File: config.mk
export PLATFORM = sky130hd
export DESIGN_NAME = tcp_option_fingerprint_parser
export DESIGN_NICKNAME = d
export VERILOG_FILES = /design/src/sv/tofp_pkg.sv /design/src/sv/tofp_parser.sv /design/src/sv/tcp_option_fingerprint_parser.sv
export SDC_FILE = /design/constraint.sdc
export NUM_CORES = 1
export LEC_CHECK = 0
export BUFFER_PORTS_ARGS = -buffer_cell sky130_fd_sc_hd__buf_2
export CORE_MARGIN = 3
export CORE_UTILIZATION = 45
export DETAILED_ROUTE_END_ITERATION = 10
export SLEW_MARGIN = 20
export SYNTH_ARGS = -nofsm -noshare
export SYNTH_HDL_FRONTEND = slang
export SYNTH_SLANG_ARGS = --single-unit
File: constraint.sdc
create_clock -name clk -period 7.6 [get_ports clk]
set_clock_uncertainty 0.2 [all_clocks]
set_input_delay 1.14 -clock clk [delete_from_list [all_inputs] [get_ports clk]]
set_output_delay 1.14 -clock clk [all_outputs]
set_load 0.05 [all_outputs]
File: src/sv/tofp_pkg.sv
// Shared types and constants for the TCP option fingerprint parser.
`default_nettype none

package tofp_pkg;

	// Fixed TCP header length added to the segment length for the header token.
	localparam int unsigned FIXED_HEADER_BYTES = 20;

	// Header byte positions of interest.
	localparam logic [6:0] POS_OFFSET = 7'd12;
	localparam logic [6:0] POS_WIN_HI = 7'd14;
	localparam logic [6:0] POS_WIN_LO = 7'd15;
	localparam logic [6:0] POS_LAST_HDR = 7'(FIXED_HEADER_BYTES - 1);
	localparam logic [6:0] POS_MAX = 7'd127;

	// Token codes.
	localparam logic [3:0] TK_HDR = 4'd0;
	localparam logic [3:0] TK_NOP = 4'd1;
	localparam logic [3:0] TK_MSS = 4'd2;
	localparam logic [3:0] TK_WS = 4'd3;
	localparam logic [3:0] TK_SP = 4'd4;
	localparam logic [3:0] TK_SD = 4'd5;
	localparam logic [3:0] TK_ECHO = 4'd6;
	localparam logic [3:0] TK_ECHOR = 4'd7;
	localparam logic [3:0] TK_TS = 4'd8;
	localparam logic [3:0] TK_UNK = 4'd9;
	localparam logic [3:0] TK_END = 4'd10;

	// TCP option kinds.
	localparam logic [7:0] KIND_EOL = 8'd0;
	localparam logic [7:0] KIND_NOP = 8'd1;
	localparam logic [7:0] KIND_MSS = 8'd2;
	localparam logic [7:0] KIND_WS = 8'd3;
	localparam logic [7:0] KIND_SACKOK = 8'd4;
	localparam logic [7:0] KIND_ECHO = 8'd6;
	localparam logic [7:0] KIND_ECHOR = 8'd7;
	localparam logic [7:0] KIND_TS = 8'd8;

	// Bytes to pass over after the kind byte of fixed-size options, and option lengths.
	localparam logic [7:0] SKIP_WS = 8'd2;
	localparam logic [7:0] SKIP_ECHO = 8'd5;
	localparam logic [7:0] SKIP_TS = 8'd9;
	localparam logic [7:0] SACKOK_LEN = 8'd2;
	localparam logic [7:0] MIN_OPT_LEN = 8'd2;

	// Parser phases, one-hot.
	typedef enum logic [7:0] {
		PH_HDR     = 8'b0000_0001,
		PH_KIND    = 8'b0000_0010,
		PH_SKIP    = 8'b0000_0100,
		PH_MSSLEN  = 8'b0000_1000,
		PH_MSSHI   = 8'b0001_0000,
		PH_MSSLO   = 8'b0010_0000,
		PH_SACKLEN = 8'b0100_0000,
		PH_UNKLEN  = 8'b1000_0000
	} phase_t;

	// One result word.
	typedef struct packed {
		logic [3:0]  token;
		logic [15:0] total_length;
		logic [7:0]  offset_byte;
		logic [15:0] token_value;
		logic        segment_done;
	} result_t;

	// Builds a result word.
	function automatic result_t make_result(logic [3:0] tok, logic [15:0] tl,
			logic [7:0] ob, logic [15:0] val, logic done);
		result_t r;
		r.token = tok;
		r.total_length = tl;
		r.offset_byte = ob;
		r.token_value = val;
		r.segment_done = done;
		return r;
	endfunction

endpackage

`default_nettype wire

File: src/sv/tofp_parser.sv
// Per-byte option parser state and the result words that each byte produces.
`default_nettype none

module tofp_parser
	import tofp_pkg::*;
(
	input  wire logic        clk,
	input  wire logic        arst_n,
	input  wire logic        step_en,
	input  wire logic [7:0]  data_byte,
	input  wire logic [15:0] segment_length,
	input  wire logic        final_byte,
	output logic [1:0]       res_count,
	output result_t          res0,
	output result_t          res1
);

	logic [6:0]  pos_q, pos_n;
	logic [6:0]  lim_q, lim_n;
	phase_t      phase_q, phase_n;
	logic [7:0]  skip_q, skip_n;
	logic [15:0] acc_q, acc_n;
	logic [7:0]  off_q, off_n;
	logic [15:0] win_q, win_n;
	logic        hs_q, hs_n;
	logic        stop_q, stop_n;

	// Next state and results for the byte in hand.
	always_comb begin
		result_t    res_a [2];
		logic [1:0] n;
		logic [5:0] lim6;
		pos_n = pos_q;
		lim_n = lim_q;
		phase_n = phase_q;
		skip_n = skip_q;
		acc_n = acc_q;
		off_n = off_q;
		win_n = win_q;
		hs_n = hs_q;
		stop_n = stop_q;
		res_a[0] = '0;
		res_a[1] = '0;
		n = 2'd0;
		lim6 = {data_byte[7:4], 2'b00};

		unique case (phase_q)
			PH_HDR: begin
				if (pos_q == POS_OFFSET) begin
					off_n = data_byte;
					lim_n = (segment_length < 16'(lim6)) ? segment_length[6:0]
						: {1'b0, lim6};
				end
				if (pos_q == POS_WIN_HI) begin
					win_n = {data_byte, 8'h00};
				end
				if (pos_q == POS_WIN_LO) begin
					win_n = {win_q[15:8], data_byte};
					if (!hs_q) begin
						res_a[n[0]] = make_result(TK_HDR,
							segment_length + 16'(FIXED_HEADER_BYTES), off_q, win_n, 1'b0);
						n = n + 2'd1;
						hs_n = 1'b1;
					end
				end
				if (pos_q >= POS_LAST_HDR) begin
					phase_n = PH_KIND;
				end
			end
			PH_KIND: begin
				if (!stop_q && pos_q < lim_q) begin
					unique case (data_byte)
						KIND_EOL: stop_n = 1'b1;
						KIND_NOP: begin
							res_a[n[0]] = make_result(TK_NOP, '0, '0, '0, 1'b0);
							n = n + 2'd1;
						end
						KIND_MSS: begin
							acc_n = '0;
							phase_n = PH_MSSLEN;
						end
						KIND_WS: begin
							res_a[n[0]] = make_result(TK_WS, '0, '0, '0, 1'b0);
							n = n + 2'd1;
							skip_n = SKIP_WS;
							phase_n = PH_SKIP;
						end
						KIND_SACKOK: phase_n = PH_SACKLEN;
						KIND_ECHO: begin
							res_a[n[0]] = make_result(TK_ECHO, '0, '0, '0, 1'b0);
							n = n + 2'd1;
							skip_n = SKIP_ECHO;
							phase_n = PH_SKIP;
						end
						KIND_ECHOR: begin
							res_a[n[0]] = make_result(TK_ECHOR, '0, '0, '0, 1'b0);
							n = n + 2'd1;
							skip_n = SKIP_ECHO;
							phase_n = PH_SKIP;
						end
						KIND_TS: begin
							res_a[n[0]] = make_result(TK_TS, '0, '0, '0, 1'b0);
							n = n + 2'd1;
							skip_n = SKIP_TS;
							phase_n = PH_SKIP;
						end
						default: begin
							res_a[n[0]] = make_result(TK_UNK, '0, '0, {8'h00, data_byte},
								1'b0);
							n = n + 2'd1;
							phase_n = PH_UNKLEN;
						end
					endcase
				end
			end
			PH_SKIP: begin
				if (skip_q != 8'd0) begin
					skip_n = skip_q - 8'd1;
				end
				if (skip_n == 8'd0) begin
					phase_n = PH_KIND;
				end
			end
			PH_MSSLEN: phase_n = PH_MSSHI;
			PH_MSSHI: begin
				acc_n = {data_byte, 8'h00};
				phase_n = PH_MSSLO;
			end
			PH_MSSLO: begin
				acc_n = {acc_q[15:8], data_byte};
				res_a[n[0]] = make_result(TK_MSS, '0, '0, acc_n, 1'b0);
				n = n + 2'd1;
				phase_n = PH_KIND;
			end
			PH_SACKLEN: begin
				res_a[n[0]] = make_result((data_byte == SACKOK_LEN) ? TK_SP : TK_SD,
					'0, '0, '0, 1'b0);
				n = n + 2'd1;
				phase_n = PH_KIND;
			end
			PH_UNKLEN: begin
				// A length below two is malformed and ends option parsing.
				if (data_byte < MIN_OPT_LEN) begin
					stop_n = 1'b1;
					phase_n = PH_KIND;
				end else begin
					skip_n = data_byte - MIN_OPT_LEN;
					phase_n = (skip_n == 8'd0) ? PH_KIND : PH_SKIP;
				end
			end
			default: phase_n = PH_HDR;
		endcase

		if (pos_q < POS_MAX) begin
			pos_n = pos_q + 7'd1;
		end

		// Last byte: flush a pending header or option, then the end word.
		if (final_byte) begin
			if (!hs_n) begin
				res_a[n[0]] = make_result(TK_HDR,
					segment_length + 16'(FIXED_HEADER_BYTES), off_n, win_n, 1'b0);
				n = n + 2'd1;
			end else if (phase_n == PH_MSSLEN || phase_n == PH_MSSHI ||
					phase_n == PH_MSSLO) begin
				res_a[n[0]] = make_result(TK_MSS, '0, '0, acc_n, 1'b0);
				n = n + 2'd1;
			end else if (phase_n == PH_SACKLEN) begin
				res_a[n[0]] = make_result(TK_SD, '0, '0, '0, 1'b0);
				n = n + 2'd1;
			end
			res_a[n[0]] = make_result(TK_END, '0, '0, '0, 1'b1);
			n = n + 2'd1;
			pos_n = '0;
			lim_n = '0;
			phase_n = PH_HDR;
			skip_n = '0;
			acc_n = '0;
			off_n = '0;
			win_n = '0;
			hs_n = 1'b0;
			stop_n = 1'b0;
		end

		res_count = step_en ? n : 2'd0;
		res0 = res_a[0];
		res1 = res_a[1];
	end

	// Parser state registers.
	always_ff @(posedge clk or negedge arst_n) begin
		if (!arst_n) begin
			pos_q <= '0;
			lim_q <= '0;
			phase_q <= PH_HDR;
			skip_q <= '0;
			acc_q <= '0;
			off_q <= '0;
			win_q <= '0;
			hs_q <= 1'b0;
			stop_q <= 1'b0;
		end else if (step_en) begin
			pos_q <= pos_n;
			lim_q <= lim_n;
			phase_q <= phase_n;
			skip_q <= skip_n;
			acc_q <= acc_n;
			off_q <= off_n;
			win_q <= win_n;
			hs_q <= hs_n;
			stop_q <= stop_n;
		end
	end

endmodule

`default_nettype wire

File: src/sv/tcp_option_fingerprint_parser.sv
// Top level of the TCP option fingerprint parser: input register, parser, result queue.
//
//  channel | handshake                 | word
//  --------+---------------------------+----------------------------------------------
//  in      | in_valid / in_stall       | data_byte, segment_length, final_byte
//  out     | out_valid / out_stall     | token, total_length, offset_byte,
//          |                           | token_value, segment_done
//
// A byte is registered on acceptance and parsed while it is held in that register;
// its results (zero, one or two words) enter a four-word queue that drives the output.
// One byte per cycle is accepted while the queue has room for two words;
// the words of a byte producing two words leave the queue one at a time.
// Reset returns the parser to the start of a segment and empties the queue.
`default_nettype none

module tcp_option_fingerprint_parser
	import tofp_pkg::*;
(
	input  wire logic        clk,
	input  wire logic        arst_n,
	input  wire logic        in_valid,
	output logic             in_stall,
	input  wire logic [7:0]  data_byte,
	input  wire logic [15:0] segment_length,
	input  wire logic        final_byte,
	output logic             out_valid,
	input  wire logic        out_stall,
	output logic [3:0]       token,
	output logic [15:0]      total_length,
	output logic [7:0]       offset_byte,
	output logic [15:0]      token_value,
	output logic             segment_done
);

	logic        valid_s1;
	logic [7:0]  byte_s1;
	logic [15:0] slen_s1;
	logic        fin_s1;
	logic        consume;
	logic        in_take;
	logic [1:0]  res_count;
	result_t     res0;
	result_t     res1;
	result_t     fifo_q [4];
	logic [1:0]  head_q;
	logic [1:0]  tail_q;
	logic [2:0]  count_q;
	logic        pop;
	result_t     head_word;

	// The registered byte is parsed once the queue can take two words.
	assign consume = valid_s1 && (count_q <= 3'd2);
	assign in_stall = valid_s1 && !consume;
	assign in_take = in_valid && !in_stall;

	// Input register.
	always_ff @(posedge clk or negedge arst_n) begin
		if (!arst_n) begin
			valid_s1 <= 1'b0;
		end else if (!in_stall) begin
			valid_s1 <= in_valid;
		end
	end

	always_ff @(posedge clk) begin
		if (in_take) begin
			byte_s1 <= data_byte;
			slen_s1 <= segment_length;
			fin_s1 <= final_byte;
		end
	end

	tofp_parser u_parser (
		.clk            (clk),
		.arst_n         (arst_n),
		.step_en        (consume),
		.data_byte      (byte_s1),
		.segment_length (slen_s1),
		.final_byte     (fin_s1),
		.res_count      (res_count),
		.res0           (res0),
		.res1           (res1)
	);

	// Result queue storage.
	always_ff @(posedge clk) begin
		if (res_count != 2'd0) begin
			fifo_q[tail_q] <= res0;
		end
		if (res_count == 2'd2) begin
			fifo_q[tail_q + 2'd1] <= res1;
		end
	end

	assign out_valid = (count_q != 3'd0);
	assign pop = out_valid && !out_stall;

	// Result queue pointers and fill count.
	always_ff @(posedge clk or negedge arst_n) begin
		if (!arst_n) begin
			head_q <= '0;
			tail_q <= '0;
			count_q <= '0;
		end else begin
			tail_q <= tail_q + res_count;
			if (pop) begin
				head_q <= head_q + 2'd1;
			end
			count_q <= count_q + {1'b0, res_count} - {2'b00, pop};
		end
	end

	assign head_word = fifo_q[head_q];
	assign token = head_word.token;
	assign total_length = head_word.total_length;
	assign offset_byte = head_word.offset_byte;
	assign token_value = head_word.token_value;
	assign segment_done = head_word.segment_done;

endmodule

`default_nettype wire
Word-level counts from Yosys, hierarchy flattened
Memories as Yosys holds them, arrays and structs flattened. Cells that the tools add are included.

Register bits: 105. Bits in writable memories: 180. Bits of input ports: 29. Output and inout port bits: 47. Word-level logic and storage cells: 179. Memories kept: 1.

Memories: fifo_q (words 4, bits a word 45, read ports 1, clocked after memory_dff 0, write ports 2, line tcp_option_fingerprint_parser.sv:44) `result_t fifo_q [4];`.

Add/subtract/negate cells: 11. $lt $le $gt $ge: 10. Eq/ne operators: 28. Multiplexer cells: 72. Bitwise operators: 8. Reduce and logical (&&, ||, !) cells: 33.

Operator list (count): 2-to-1 mux 90 bit (5); one-hot mux 45 bit (6 select lines) (1); bitwise mux 90 bit (2); 2-to-1 mux 45 bit (4); one-hot mux 45 bit (4 select lines) (1); 2-to-1 mux 16 bit (7); 2-to-1 mux 8 bit (13); demux 45 bit (select 1 bit) (2); bitwise AND 86 bit (1); inverter 86 bit (1); bitwise AND 84 bit (1); inverter 84 bit (1); one-hot mux 8 bit (7 select lines) (1); one-hot mux 16 bit (3 select lines) (1); one-hot mux 8 bit (3 select lines) (2); 2-to-1 mux 7 bit (6); 2-to-1 mux 41 bit (1); equality test 8 x 3 -> 1 bit, second input constant (4); one-hot mux 8 bit (4 select lines) (1); equality test 8 x 2 -> 1 bit, second input constant (3); equality test 8 x 4 -> 1 bit, second input constant (3); zero test 8 bit (3); equality test 7 x 4 -> 1 bit, second input constant (3); adder 16 x 5 -> 16 bit, second input constant (1); other kinds (45) (94).

Longest topological paths before layout
Depth in word-level cells: 20. Gate-level depth with buffers: 14. Depth with buffers taken out: 13.

By module
A second synthesis with hierarchy kept.

Cell total of the unflattened synthesis: 1302. Area, all modules: 16276.9 um2.

Modules (own cells, without submodules): tcp_option_fingerprint_parser (instances 1, cells each 507, area an instance 10042.1 um2, seq. area each 6356.1 um2); tofp_parser (instances 1, cells each 795, area an instance 6234.7 um2, seq. area each 1803.0 um2).

Least setup slack after synthesis
OpenSTA, ideal clock, no wires.

Path kind: reg-to-reg. From: register u_parser.pos_q[6]. To: memory fifo_q[3][0] (netlist bit), enable pin. Library setup time: 0.516 ns. Arrival time: 6.277 ns. Required time: 6.884 ns. Slack: 0.606 ns. Cell stages (with the launch flop): 13. Path buffers: 2. Period minus slack after synthesis: 6.994 ns. Path through: dfrtp_1 > ha_1 > a211o_1 > a31oi_2 > o211a_1 > clkbuf_1 > and3_1 > ha_1 > nand2b_1 > mux2_4 > buf_6 > or3_1 > a21boi_0.

RTL lines: start: declaration (line tofp_parser.sv:18) `logic [6:0] pos_q, pos_n;`; start signal: assignment (line tofp_parser.sv:203) `pos_q <= pos_n;`; end: declaration (line tcp_option_fingerprint_parser.sv:44).

==> metrics.md <==
| Metric | Value |
|---|---|
| Run status | `finished, final reports clean` |
| CP delay by family, top | `compound AO/OA/AOI/OAI gates` |
| DP Area | `15300 µm²` |
| Startpoint Class | `register` |
| Yosys top cell area share | `42.3%` |
| EDFF count, synth | `205` |
| Slew headroom | `24.1%` |
| Buffers and inverters on the worst path | `1` |
| Std-Cell Rows | `65` |
| Synth area leader | `edfxtp_1` |
| Die ar. | `34600 µm²` |
| CTS Buf Count | `31` |
| PortBufs | `75` |
| Post-synth ARST share | `28.1%` |
| Fin nets | `1318` |
| DP Cell Count | `1637` |
| Largest net degree at the start of global routing | `63` |
| CP peak stage delay | `0.75 ns` |
| Layout cell share with drive strength beyond 1 | `18.6%` |
| Synthesized flop and latch total | `285` |
| # hold bufs at CTS | `0` |
| Max-Cap Viols | `0` |
| CP required | `7.63 ns` |
| Logic gate share of total power | `35.4%` |
| Slowest-stage cell, CP | `a21boi_4` |
| Iter 0 DRT Violations | `972` |
| Worst-skew pair later-pin latency | `0.57 ns` |
| Mapped Cells | `1226` |
| First-pass GRT wire length | `59900 µm` |
| HPWL after detailed placement | `24900 µm` |
| Synth area leaders | `edfxtp_1, dfrtp_1, mux4_2` |
| Internal Dissipation | `3.54 mW` |
| Max rail drop VDD | `0.366 mV` |
| Final hold vios | `0` |
| Setup repair bufs after CTS | `0` |
| Fin area | `16300 µm²` |
| PostCTS Resize Cnt | `0` |
| Total Power | `5.83 mW` |
| # fillers | `2806` |
| RSZ-0062 raised after global routing | `false` |
| Most used cell along the critical path | `ha_1` |
| CTS Sinks | `285` |
| Worst-path clk slew | `0.06 ns` |
| Critical Path End Type | `register` |
| Vias in the first global route | `10.2k` |
| Root buf cell | `clkbuf_16` |
| Area grow syn2layout | `12.1%` |
| GPL Wtd Cong | `0.875` |
| Synth Flop Type | `edfxtp_1` |
| Die height | `186 µm` |
| CTS tree | `yes` |
| Net Sw Frac | `39.4%` |
| Final Slew Violations | `0` |
| Seq pwr share | `38.4%` |
| GRT Total Usage | `22.1%` |
| Slew of the pin with the lowest slew margin | `1.14 ns` |
| Remaining DRCs | `0` |
| Drt wl/cell | `22.4 µm` |
| HP Start | `u_parser.lim_q[6]` |
| Power Density | `357 nW/µm²` |
| Starting Density | `45.9%` |
| Critical-path cell list | `ha_1, a21o_1, a31oi_1, o211a_1, and3_1, ha_1, nand2b_1, mux2_4, or3_1, a21boi_4, buf_4` |
| Die W | `186 µm` |
| CP startpoint | `u_parser.pos_q[2]` |
| Core Region | `31700 µm²` |
| Congestion Overflow GR | `0` |
| Leakage Power | `6.29 nW` |
| Achievable frequency | `197 MHz` |
| Initial antenna violation count | `0` |
| Reg2Reg Setup Slack | `2.52 ns` |
| Final antenna-violating net count | `0` |
| R2R depth | `11` |
| CP max FO | `23` |
| CTS H-tree depth | `1` |
| Post-synthesis cell area | `14600 µm²` |
| Avg Inst Size Synth | `11.9 µm²` |
| Setup CP Type | `reg2reg` |
| Detailed-route wire length | `38000 µm` |
| Hold Crit Class | `reg2reg` |
| Share of the clock period used by the worst path | `66.8%` |
| Ys Warns | `0` |
| Worst Hold Slack | `0.294 ns` |
| Ports | `76` |
| Unique cell type count in the Yosys netlist | `84` |
| Worst flop-to-flop path startpoint | `u_parser.pos_q[2]` |
| Vias | `10.3k` |
| Antenna diode count | `0` |
| Vias/cell | `6.09` |
| R2r endpoint | `fifo_q[3][9]` |
| P_sw | `2.30 mW` |
| Final Non-Filler Cells | `1695` |
| Sequential share of the synthesized area | `56.0%` |
| Critical Path Stages | `11` |
| Setup violations, final | `0` |
| Setup TNS Final | `0 ns` |
| CP arrival | `5.11 ns` |
| Clk pwr share | `26.2%` |
| Post-Syn Nets | `1276` |
| Drt first pass iters | `5` |
| Crit path time final | `5.08 ns` |
| Hold endpoint | `u_parser.lim_q[6]` |
| Clock buffer depth | `3` |
| Hold Path Depth | `1` |
-- stage by stage --
step | util (%) | worst slack (ns)
global route | 51.5 | 2.14
floorplan | - | 0.606
CTS | 51.5 | 2.46
detailed placement | 48.2 | 2.51
finish | 51.5 | 2.52
global placement | 48.2 | 2.60
-- sequential cells by signal, summed over array words and instances, names as in the netlist, 2 cells and up --
signal	flops
fifo_q	180
slen_s1	16
u_parser.acc_q	16
u_parser.win_q	16
byte_s1	8
u_parser.off_q	8
u_parser.phase_q	8
u_parser.skip_q	8
u_parser.lim_q	7
u_parser.pos_q	7
count_q	3
head_q	2
tail_q	2
-- worst register-to-register path, stage by stage, from the launching register on --
cell and delay, ns:
dfrtp_1 0.43, ha_1 0.31, a21o_1 0.18, a31oi_1 0.48
o211a_1 0.42, and3_1 0.31, ha_1 0.28, nand2b_1 0.10
mux2_4 0.37, or3_1 0.45, a21boi_4 0.75, buf_4 0.46
-- power groups by stage --
stage / clock network, mW / logic [mW] / registers (mW)
global placement: 0 / 2.06 / 2.27
floorplan: 0 / 1.67 / 2.12
CTS: 1.55 / 2.08 / 2.25
finish: 1.53 / 2.06 / 2.24
detailed placement: 0 / 2.08 / 2.28
global route: 1.61 / 2.21 / 2.28
-- Yosys cell counts (6+ instances only) --
library cell and n:
edfxtp_1 205, nor2_1 118, nand2_1 93, dfrtp_1 79, o21ai_0 65, a21oi_1 64, clkbuf_1 52, nor3_1 51
mux4_2 45, and3_1 33, inv_1 28, a22oi_1 27, nand3_1 25, a22o_1 24, nor2b_1 22, ha_1 20
nand2b_1 19, a21o_1 16, buf_2 15, xnor2_1 15, nor3_2 12, xor2_1 12, a211o_1 10, buf_1 9
nor4_1 9, or3_1 9, a31oi_1 8, a21oi_2 7, a32o_1 7, nand4_1 7, o31ai_1 7, and2_1 6
mux2i_1 6
-- area by class of cell --
cell class              count  area [µm²]  share of cell area (%)
clock inverters            12         176                    1.08
clock buffers              46         852                    5.22
multi-input cells         830        6030                    36.9
flip-flops and latches    285        8160                    50.0
well taps                 402         503                    3.08
inverters                  28         105                   0.643
repair buffers             92         505                    3.09
-- placed cells by master, fill, tap and decap left out, drive strengths merged, types with 4 or more instances in the layout --
cell type / count
mux2i: 6
a32o: 7
and3: 33
nor2: 122
or3: 9
a22oi: 27
a22o: 24
ha: 20
buf: 92
a31oi: 9
a21o: 16
and2: 6
nor2b: 22
o21ai: 68
clkinv: 7
nand4: 9
inv: 29
and4: 5
xor2: 12
o31ai: 9
a221o: 5
nor4: 12
o21a: 4
o22ai: 5
edfxtp: 205
nor4b: 4
a211o: 10
nand2: 93
nand3: 26
a21oi: 71
xnor2: 15
nor3: 64
mux4: 45
clkbuf: 46
bufinv: 4
dfrtp: 79
o211ai: 4
a32oi: 4
nand2b: 19
-- how the worst max path moves through the flow --
stage,end,slack (ns)
global route,fifo_q[3][9],2.14
CTS,fifo_q[3][9],2.46
detailed placement,fifo_q[3][11],2.51
floorplan,fifo_q[3][0],0.61
finish,fifo_q[3][9],2.52
global placement,fifo_q[3][12],2.60
-- kinds of logic (layout without fill, tap and decap cells) --
logic type,after synthesis,count (layout),share of synthesized area (%)
fa+ha+maj,21,21,1.86
compound gates,289,289,13.7
simple gates,441,441,16.1
flops,285,285,56.0
xor+xnor,27,27,1.62
buf+inv,111,178,3.28
mux,52,52,7.47
-- metal layers --
layer / vias up / global-route usage (%) / wire, µm
li1: 4748 / - / -
met1: 5210 / 34.0 / 17900
met2: 315 / 34.3 / 17200
met3: 55 / 2.66 / 2170
met4: 0 / 4.23 / 698
met5: - / 0 / 0
No activity file was read; power rests on OpenSTA's default activity.
